$ cat config.mk
export PLATFORM = sky130hd
export DESIGN_NAME = rotor_index_position_tracker
export DESIGN_NICKNAME = d
export VERILOG_FILES = /design/src/design/rit_pkg.sv /design/src/design/rit_cfg_regs.sv /design/src/design/rit_tracker_core.sv /design/src/design/rotor_index_position_tracker.sv
export SDC_FILE = /design/constraint.sdc
export NUM_CORES = 1
export LEC_CHECK = 0
export ABC_AREA = 1
export BUFFER_PORTS_ARGS = -buffer_cell sky130_fd_sc_hd__buf_4
export CAP_MARGIN = 20
export CORE_MARGIN = 2
export CORE_UTILIZATION = 40
export CTS_CLUSTER_DIAMETER = 60
export CTS_CLUSTER_SIZE = 24
export DETAILED_ROUTE_END_ITERATION = 8
export PLACE_DENSITY = 0.64
export SYNTH_ARGS = -nofsm -noshare
export SYNTH_HDL_FRONTEND = slang
export SYNTH_SLANG_ARGS = --single-unit
$ cat constraint.sdc
create_clock -name clk -period 2.9 [get_ports clk]
set_input_delay 0.58 -clock clk [delete_from_list [all_inputs] [get_ports clk]]
set_output_delay 0.58 -clock clk [all_outputs]
set_load 0.03 [all_outputs]
$ cat src/design/rit_pkg.sv
// Shared types and constants for the rotor index position tracker.
// No dependencies; the other design files import this package.
`default_nettype none

package rit_pkg;

  localparam int WidthBits = 8;
  localparam int CountBits = 8;
  localparam int CfgIndexBits = 2;
  localparam int CfgDataBits = 8;

  localparam logic [CfgDataBits-1:0] PprReset = 8'd24;
  localparam logic [CfgDataBits-1:0] ThreshReset = 8'd16;

  typedef logic [WidthBits-1:0] width_t;
  typedef logic [CountBits-1:0] count_t;

  typedef enum logic [CfgIndexBits-1:0] {
    REG_PPR    = 2'd0,
    REG_THRESH = 2'd1
  } reg_index_t;

  typedef struct packed {
    logic [CfgDataBits-1:0] pulses_per_rotation;
    logic [CfgDataBits-1:0] mark_margin;
  } cfg_t;

  typedef struct packed {
    count_t position;
    logic   locked;
  } result_t;

endpackage

`default_nettype wire

$ cat src/design/rit_cfg_regs.sv
// Configuration register file: pulses per rotation and index threshold.
// Depends on rit_pkg for the register codes and the cfg_t bundle.
`default_nettype none

module rit_cfg_regs (
  input  wire logic                          clk,
  input  wire logic                          rst,
  input  wire logic                          wr_en,
  input  wire logic [rit_pkg::CfgIndexBits-1:0] wr_index,
  input  wire logic [rit_pkg::CfgDataBits-1:0]  wr_data,
  output rit_pkg::cfg_t                      cfg
);
  import rit_pkg::*;

  always_ff @(posedge clk) begin
    if (rst) begin
      cfg.pulses_per_rotation <= PprReset;
      cfg.mark_margin         <= ThreshReset;
    end else if (wr_en) begin
      unique case (wr_index)
        REG_PPR:    cfg.pulses_per_rotation <= wr_data;
        REG_THRESH: cfg.mark_margin         <= wr_data;
        default: ;  // drop writes to unused indexes
      endcase
    end
  end

endmodule

`default_nettype wire

$ cat src/design/rit_tracker_core.sv
// Tracking state: width history, lock flag and pulse count, with the
// combinational index detect and count update. Depends on rit_pkg.
`default_nettype none

module rit_tracker_core (
  input  wire logic             clk,
  input  wire logic             rst,
  input  wire logic             step,
  input  wire rit_pkg::width_t  width,
  input  wire rit_pkg::cfg_t    cfg,
  output rit_pkg::result_t      cur,
  output rit_pkg::result_t      res
);
  import rit_pkg::*;

  width_t hist [3];
  logic   sync_flag;
  count_t pulse_count;

  logic        index_hit;
  logic [8:0]  left_sum;
  logic [8:0]  right_sum;
  count_t      count_inc;
  logic        sync_next;
  count_t      count_next;
  logic        pulse;

  assign pulse = step && (width != '0);

  // Before the shift the middle entry is hist[2], its neighbours hist[1] and width
  assign left_sum  = {1'b0, hist[1]} + {1'b0, cfg.mark_margin};
  assign right_sum = {1'b0, width} + {1'b0, cfg.mark_margin};
  assign index_hit = ({1'b0, hist[2]} >= left_sum) && ({1'b0, hist[2]} >= right_sum);
  assign count_inc = pulse_count + count_t'(1);

  always_comb begin
    sync_next  = sync_flag;
    count_next = pulse_count;
    if (pulse) begin
      if (!sync_flag) begin
        if (index_hit) begin
          sync_next  = 1'b1;
          count_next = count_t'(1);
        end
      end else begin
        count_next = count_inc;
        if (count_inc > cfg.pulses_per_rotation) begin
          if (index_hit) count_next = '0;
          else           sync_next  = 1'b0;  // late index
        end else if (index_hit) begin
          sync_next = 1'b0;  // early index
        end
      end
    end
  end

  always_ff @(posedge clk) begin
    if (rst) begin
      hist[0]     <= '0;
      hist[1]     <= '0;
      hist[2]     <= '0;
      sync_flag   <= 1'b0;
      pulse_count <= '0;
    end else if (pulse) begin
      hist[0]     <= hist[1];
      hist[1]     <= hist[2];
      hist[2]     <= width;
      sync_flag   <= sync_next;
      pulse_count <= count_next;
    end
  end

  assign cur.position = pulse_count;
  assign cur.locked   = sync_flag;
  assign res.position = count_next;
  assign res.locked   = sync_next;

endmodule

`default_nettype wire

$ cat src/design/rotor_index_position_tracker.sv
// Top level of the rotor index position tracker: input register, tracking
// core, result register and configuration registers. Depends on rit_pkg.
//
// Usage:
//   Input channel (in_valid/in_ready, pulse_width) takes one measured pulse
//   width per word; a width of zero is a timeout and leaves the state alone.
//   Output channel (out_valid/out_ready, position, locked) returns exactly
//   one word per input word, in order.
//   Configuration channel (cfg_valid/cfg_ready, cfg_index, cfg_data) writes
//   register 0 (pulses per rotation) or 1 (index threshold); other indexes
//   are dropped. cfg_ready is always high. Write only while the block is idle.
// Timing:
//   An accepted word is held in the input register, which feeds the core;
//   the core's result is loaded into the result register when it advances.
//   Throughput is one word per cycle unless out_ready stalls; the core updates
//   its state in the cycle it loads the result, so words follow back to back.
// Reset (rst, synchronous): registers return to 24 and 16, history clears,
//   the block unlocks with position 0, both pipeline stages empty.
// Stall: while out_ready is low the result holds and the input register
//   keeps one more word; in_ready drops only when both stages are full.
`default_nettype none

module rotor_index_position_tracker (
  input  wire logic                             clk,
  input  wire logic                             rst,
  input  wire logic                             in_valid,
  output logic                                  in_ready,
  input  wire logic [rit_pkg::WidthBits-1:0]    pulse_width,
  output logic                                  out_valid,
  input  wire logic                             out_ready,
  output logic [rit_pkg::CountBits-1:0]         position,
  output logic                                  locked,
  input  wire logic                             cfg_valid,
  output logic                                  cfg_ready,
  input  wire logic [rit_pkg::CfgIndexBits-1:0] cfg_index,
  input  wire logic [rit_pkg::CfgDataBits-1:0]  cfg_data
);
  import rit_pkg::*;

  cfg_t    cfg;
  result_t cur;
  result_t res;

  logic    in_reg_valid;
  width_t  in_reg_width;
  logic    advance;
  logic    step;

  assign cfg_ready = 1'b1;
  assign advance   = !out_valid || out_ready;
  assign step      = in_reg_valid && advance;
  assign in_ready  = !in_reg_valid || advance;

  rit_cfg_regs u_cfg_regs (
    .clk      (clk),
    .rst      (rst),
    .wr_en    (cfg_valid && cfg_ready),
    .wr_index (cfg_index),
    .wr_data  (cfg_data),
    .cfg      (cfg)
  );

  rit_tracker_core u_core (
    .clk   (clk),
    .rst   (rst),
    .step  (step),
    .width (in_reg_width),
    .cfg   (cfg),
    .cur   (cur),
    .res   (res)
  );

  // Input register
  always_ff @(posedge clk) begin
    if (rst) begin
      in_reg_valid <= 1'b0;
    end else if (in_ready) begin
      in_reg_valid <= in_valid;
    end
  end

  always_ff @(posedge clk) begin
    if (in_valid && in_ready) begin
      in_reg_width <= pulse_width;
    end
  end

  // Result register
  always_ff @(posedge clk) begin
    if (rst) begin
      out_valid <= 1'b0;
    end else if (advance) begin
      out_valid <= in_reg_valid;
    end
  end

  always_ff @(posedge clk) begin
    if (step) begin
      position <= res.position;
      locked   <= res.locked;
    end
  end

  // Backpressure reaches the input only when both stages are full
  a_ready_low: assert property (@(posedge clk) disable iff (rst)
    !in_ready |-> (in_reg_valid && out_valid && !out_ready))
    else $error("in_ready low without a full, stalled pipeline");

  // A result appears only from an item held in the input register
  a_out_source: assert property (@(posedge clk) disable iff (rst)
    $rose(out_valid) |-> $past(in_reg_valid))
    else $error("result valid without a staged item");

  // A fresh lock starts counting at one
  a_lock_start: assert property (@(posedge clk) disable iff (rst)
    (step && !cur.locked && res.locked) |-> (res.position == count_t'(1)))
    else $error("lock acquired with position other than one");

  // A timeout leaves the reported state unchanged
  a_timeout_hold: assert property (@(posedge clk) disable iff (rst)
    (step && (in_reg_width == '0)) |-> (res == cur))
    else $error("timeout changed the tracking state");

endmodule

`default_nettype wire

* After elaboration in Yosys (flattened, before gate mapping)
Memory sizes are Yosys's and may differ from the RTL's. Cells that the tools add are included.
Storage, ports and cells: bits in registers 44, latch bits 0, bits in writable memories 24, bits in read-only memories 0, bits of input ports 23, output and inout bits 12, word-level logic and storage cells 50, memories kept 1
Cells by class: add/sub/neg operators 3, multiply operators 0, divide/modulo/power cells 0, $lt $le $gt $ge 3, equal/unequal tests 1, shifts and indexed selects 0, muxes and demuxes 18, bitwise logic cells 3, reductions and logical operators 12
Memory list:
- u_core.hist | words 3, width 8, rd ports 2, clocked after Yosys merged registers in 0, wr ports 3, line rit_tracker_core.sv:16 | width_t hist [3];
Operators by type and width (count):
- 8-bit two-way mux | 8
- 8-bit by 8-bit adder with 9-bit output | 2
- 8-bit by 9-bit greater-or-equal comparator with 1-bit output | 2
- 1-bit two-way mux | 10
- 8-bit by 1-bit adder with 8-bit output, second input constant | 1
- 8-bit > comparator | 1
- 8-bit nonzero test | 1
- 1-bit logical AND | 4
- 2-bit AND reduction | 2
- 1-bit bitwise OR | 3
- 2-bit by 1-bit equality test with 1-bit output, second input constant | 1
- 1-bit logical NOT | 2
- 2-bit logical NOT | 1
- 1-bit logical OR | 2

* Logic depth before layout (Yosys ltp)
depth in word-level cells 8, gate-level depth with buffers 20, gate-level depth less buffers 20

* By module
Synthesis repeated with hierarchy kept, for this count alone.
Unflattened totals: cell total of the unflattened synthesis 480, area, all modules 3865.0 um^2
By module, submodules not included:
- rit_tracker_core | times used 1, cells an instance 349, area an instance 2548.7 um^2, sequential area each 660.6 um^2
- rit_cfg_regs | times used 1, cells an instance 100, area an instance 703.2 um^2, sequential area each 320.3 um^2
- rotor_index_position_tracker | times used 1, cells an instance 31, area an instance 613.1 um^2, sequential area each 550.5 um^2

* Worst setup path before layout
OpenSTA, ideal clock, no wires.
path kind register to register, from reg in_reg_width[2], to reg position[0] in the netlist's numbering (data pin), arrival time 2.633 ns, slack 0.017 ns, stages on the path, launching flop included 19, path buffers 0, clock period less this slack 2.883 ns, path through edfxtp_1 -> ha_1 -> a21oi_1 -> nand2_1 -> a21o_1 -> a21oi_1 -> nor2_1 -> o21ai_0 -> nand2_1 -> xor2_1 -> ha_1 -> a41oi_1 -> nand2_1 -> nand3_4 -> nand2_1 -> nand2_1 -> nand3_1 -> nand2_1 -> inv_1
RTL lines:
- start, declared | line rotor_index_position_tracker.sv:45 | width_t in_reg_width;
- start signal, assigned | line rotor_index_position_tracker.sv:84 | in_reg_width <= pulse_width;
- end signal, assigned | line rotor_index_position_tracker.sv:99 | position <= res.position;
- end, declared | line rotor_index_position_tracker.sv:31 | output logic [rit_pkg::CountBits-1:0] position,

==> impl_metrics.tcl <==
set metrics [dict create \
    die_x_um 99.1 \
    tritoncts "built" \
    layout-drive-gt1-share 0.264 \
    outcome "finished, violations left" \
    crit_chain "ha_4, inv_2, fa_2, o21ai_4, a31oi_2, xor2_1, ha_1, nand2_1, inv_2, nand2_1, nand2_1, nand2_2, nand2_4, nand4_4, nand3_2, nand2_1, nand2_1, inv_1" \
    numCtsBuffers 9 \
    yosysWarningCount 0 \
    critPathTopFamily "adder cells" \
    floorplan.initialDensity 0.412 \
    worstSkewPairLatency_ps 340 \
    routed_wirelength_um 8340 \
    crit_required_ps 3000 \
    grt_first_pass_wirelength_um 13500 \
    worst_ir_drop_vdd_v 0.000277 \
    vias 2975 \
    dp.cells 582 \
    area.growth.synth_to_final_pct 27.5 \
    clock_tree_root_buffer_cell "sky130_fd_sc_hd__clkbuf_8" \
    synth_enable_flop_cells 33 \
    track_usage 0.176 \
    clock-sinks 60 \
    dp.final_hpwl_um 5970 \
    timing.critical_path.mode_cell "sky130_fd_sc_hd__nand2_1" \
    floorplan.rows 34 \
    yosysSeqAreaShare 0.424 \
    yosys-top-cells-area "sky130_fd_sc_hd__edfxtp_1 27%, sky130_fd_sc_hd__dfxtp_1 15%, sky130_fd_sc_hd__ha_1 14%, sky130_fd_sc_hd__nand2_1 8.0%, sky130_fd_sc_hd__inv_1 7.4%" \
    yosysUniqueCellTypes 33 \
    endpoint_kind "register" \
    io_pins 35 \
    synth.largest_area_cell "sky130_fd_sc_hd__edfxtp_1" \
    start_point_of_the_critical_path "u_core.hist[1][0]" \
    r2r_slack_ps -30 \
    final_period_minus_worst_setup_slack_ps 2930 \
    post_synth_instance_area_um2 3610 \
    die_h_um 99.1 \
    ys_seq_elements 60 \
    core-area_um2 8760 \
    instances_no_fill 605 \
    die-area_um2 9810 \
    rsz0062_at_grt "yes" \
    drt-pass1-iter-count 4 \
    initialDrtViolationCount 134 \
    fin_worst_skew_ps 9.86 \
    remaining_drc_errors 0 \
    h-tree-depth 3 \
    maxSlewViolCount 0 \
    timing.final.ws_setup_ps -33.3 \
    max_stage_delay_cell_worst_path "sky130_fd_sc_hd__fa_2" \
    vias_per_cell 4.92 \
    initial_antenna_violation_count 0 \
    synth.top_cell.area_share 0.274 \
    antenna_cells 0 \
    critPathLaunchType "register" \
    grt_overflow_total 0 \
    hold_path_class "in -> reg" \
    worst-path-buf-inv 3 \
    clock.fmax_mhz 341 \
    postRouteAntennaNets 0 \
    max_cap_viol_count 0 \
    pin_count_of_the_biggest_net_entering_global_routing 19 \
    setup-tns-final_ps -96.9 \
    syn-mean-instance-area_um2 8.43 \
    min_period_over_period 1.01 \
    cp_data_arrival_time_ps 3030 \
    ys.flop_type "sky130_fd_sc_hd__edfxtp_1" \
    static-leakage-power_nw 2.21 \
    worst-path-max-fanout 8 \
    hold_buffers 0 \
    timing.slew.headroom 0.498 \
    report.final.hold_viol_count 0 \
    grt_pass1_vias 2945 \
    final_net_count 558 \
    synth.net_count 495 \
    post-layout-total-power_w 0.00232 \
    critical_path.max_stage_delay_ps 390 \
    async_reset_ff_frac 0 \
    dpl_worst_slack_ps -204 \
    place_congestion 0.836 \
    drt-wirelength-per-cell_um 13.8 \
    cts.path.max_buffers 2 \
    power.density_cell_area_nw_per_um2 504 \
    port_buffers 33 \
    violations_in_the_final_reports "negative setup slack" \
    finalSetupViolCount 4 \
    timing_worst_setup_path_type "reg -> reg" \
    critical_path.reg2reg.startpoint "u_core.hist[1][0]" \
    clk_pin_slew_ps 70 \
    max_slew.worst_pin.slew_ps 752 \
    hold_path.startpoint "pulse_width[1]" \
    synthesis.instances 429 \
]
-- metal layers --
layer | global-route usage | vias up | share of wire
met4 | 0.0590 | 0 | 0.014
met2 | 0.291 | 59 | 0.48
li1 | - | 1526 | -
met5 | 0 | - | 0
met3 | 0.0411 | 13 | 0.045
met1 | 0.228 | 1377 | 0.46
-- synthesized netlist by cell type, types with 3 or more instances --
cell / instances
sky130_fd_sc_hd__a21o_1: 4
sky130_fd_sc_hd__a21oi_1: 31
sky130_fd_sc_hd__a21oi_2: 3
sky130_fd_sc_hd__clkbuf_1: 5
sky130_fd_sc_hd__dfxtp_1: 27
sky130_fd_sc_hd__edfxtp_1: 33
sky130_fd_sc_hd__ha_1: 41
sky130_fd_sc_hd__inv_1: 71
sky130_fd_sc_hd__nand2_1: 77
sky130_fd_sc_hd__nand3_1: 18
sky130_fd_sc_hd__nor2_1: 53
sky130_fd_sc_hd__nor2_2: 3
sky130_fd_sc_hd__o21ai_0: 16
sky130_fd_sc_hd__xnor2_1: 4
sky130_fd_sc_hd__xor2_1: 14
-- where the power goes --
group / internal (W) / total (W) / switching (W)
clock network: 0.000441 / 0.000769 / 0.000328
logic: 0.000233 / 0.000556 / 0.000323
registers: 0.000955 / 0.000996 / 0.0000405
total: 0.00163 / 0.00232 / 0.000691
-- worst paths after layout --
path	endpoint	cells past startpoint
setup / recovery	position[7]	18
hold / removal	in_reg_width[1]	1
setup reg to reg	position[7]	18
hold reg to reg	u_cfg_regs.cfg[15]	2
-- what timing repair did --
action	4_1_cts	5_1_grt
endpoints found under the setup margin	18	18
setup buffers	2	4
gates resized for setup	22	32
gates cloned	1	0
pin swaps	13	19
-- logic make-up after synthesis --
family / count (synthesis) / share of synthesized area
XOR/XNOR: 18 / 0.0436
adder cells (fa/ha/maj): 43 / 0.153
AND/OR/NAND/NOR: 161 / 0.189
buffers and inverters: 81 / 0.0858
flip-flops: 60 / 0.424
AO/OA/AOI/OAI: 65 / 0.104
other: 1 / 0.00104
-- metrics by stage --
step                area [µm²]  utilization  hold WS [ps]
floorplan                 3610            -           435
CTS                       4430        0.506           398
finish                    4610        0.526           412
global route              4610        0.526           396
detailed placement        4110        0.469           462
global placement          4110        0.469           455
-- layout by cell type (no fill, tap or decap), types with 3 or more instances in the layout --
cell                       instances
sky130_fd_sc_hd__clkbuf_8         11
sky130_fd_sc_hd__a21oi_1          22
sky130_fd_sc_hd__inv_2             4
sky130_fd_sc_hd__nor2_2            5
sky130_fd_sc_hd__dfxtp_1          24
sky130_fd_sc_hd__ha_1             35
sky130_fd_sc_hd__xor2_1           13
sky130_fd_sc_hd__a21o_1            4
sky130_fd_sc_hd__xnor2_1           3
sky130_fd_sc_hd__o21ai_0          14
sky130_fd_sc_hd__nand2_2           7
sky130_fd_sc_hd__nand3_1          15
sky130_fd_sc_hd__nand3_2           4
sky130_fd_sc_hd__nor2_1           51
sky130_fd_sc_hd__buf_4            59
sky130_fd_sc_hd__nand2_1          68
sky130_fd_sc_hd__inv_1            67
sky130_fd_sc_hd__a21oi_2          12
sky130_fd_sc_hd__edfxtp_1         33
sky130_fd_sc_hd__ha_4              5
-- flip-flops by register name, indices dropped and copies added, names as in the netlist --
signal              flops
u_core.sync_flag        1
in_reg_width            8
u_core.pulse_count      8
out_valid               1
in_reg_valid            1
position                8
locked                  1
u_core.hist            16
u_cfg_regs.cfg         16
-- worst register-to-register path, delay by kind of cell, from the launching register on --
kind,cells,cell delay (ps)
fa+ha+maj,3,830
simple gates,9,830
compound gates,2,340
flops,1,370
xor+xnor,1,160
buf+inv,3,160
-- layout make-up --
class / count / area (µm²)
flip-flops and latches: 60 / 1540
fillers: 812 / 4160
well taps: 108 / 135
repair buffers: 59 / 443
clock buffers: 12 / 155
multi-input cells: 289 / 2020
inverters: 73 / 274
clock inverters: 4 / 46.3
(Power assumes the default switching activity.)
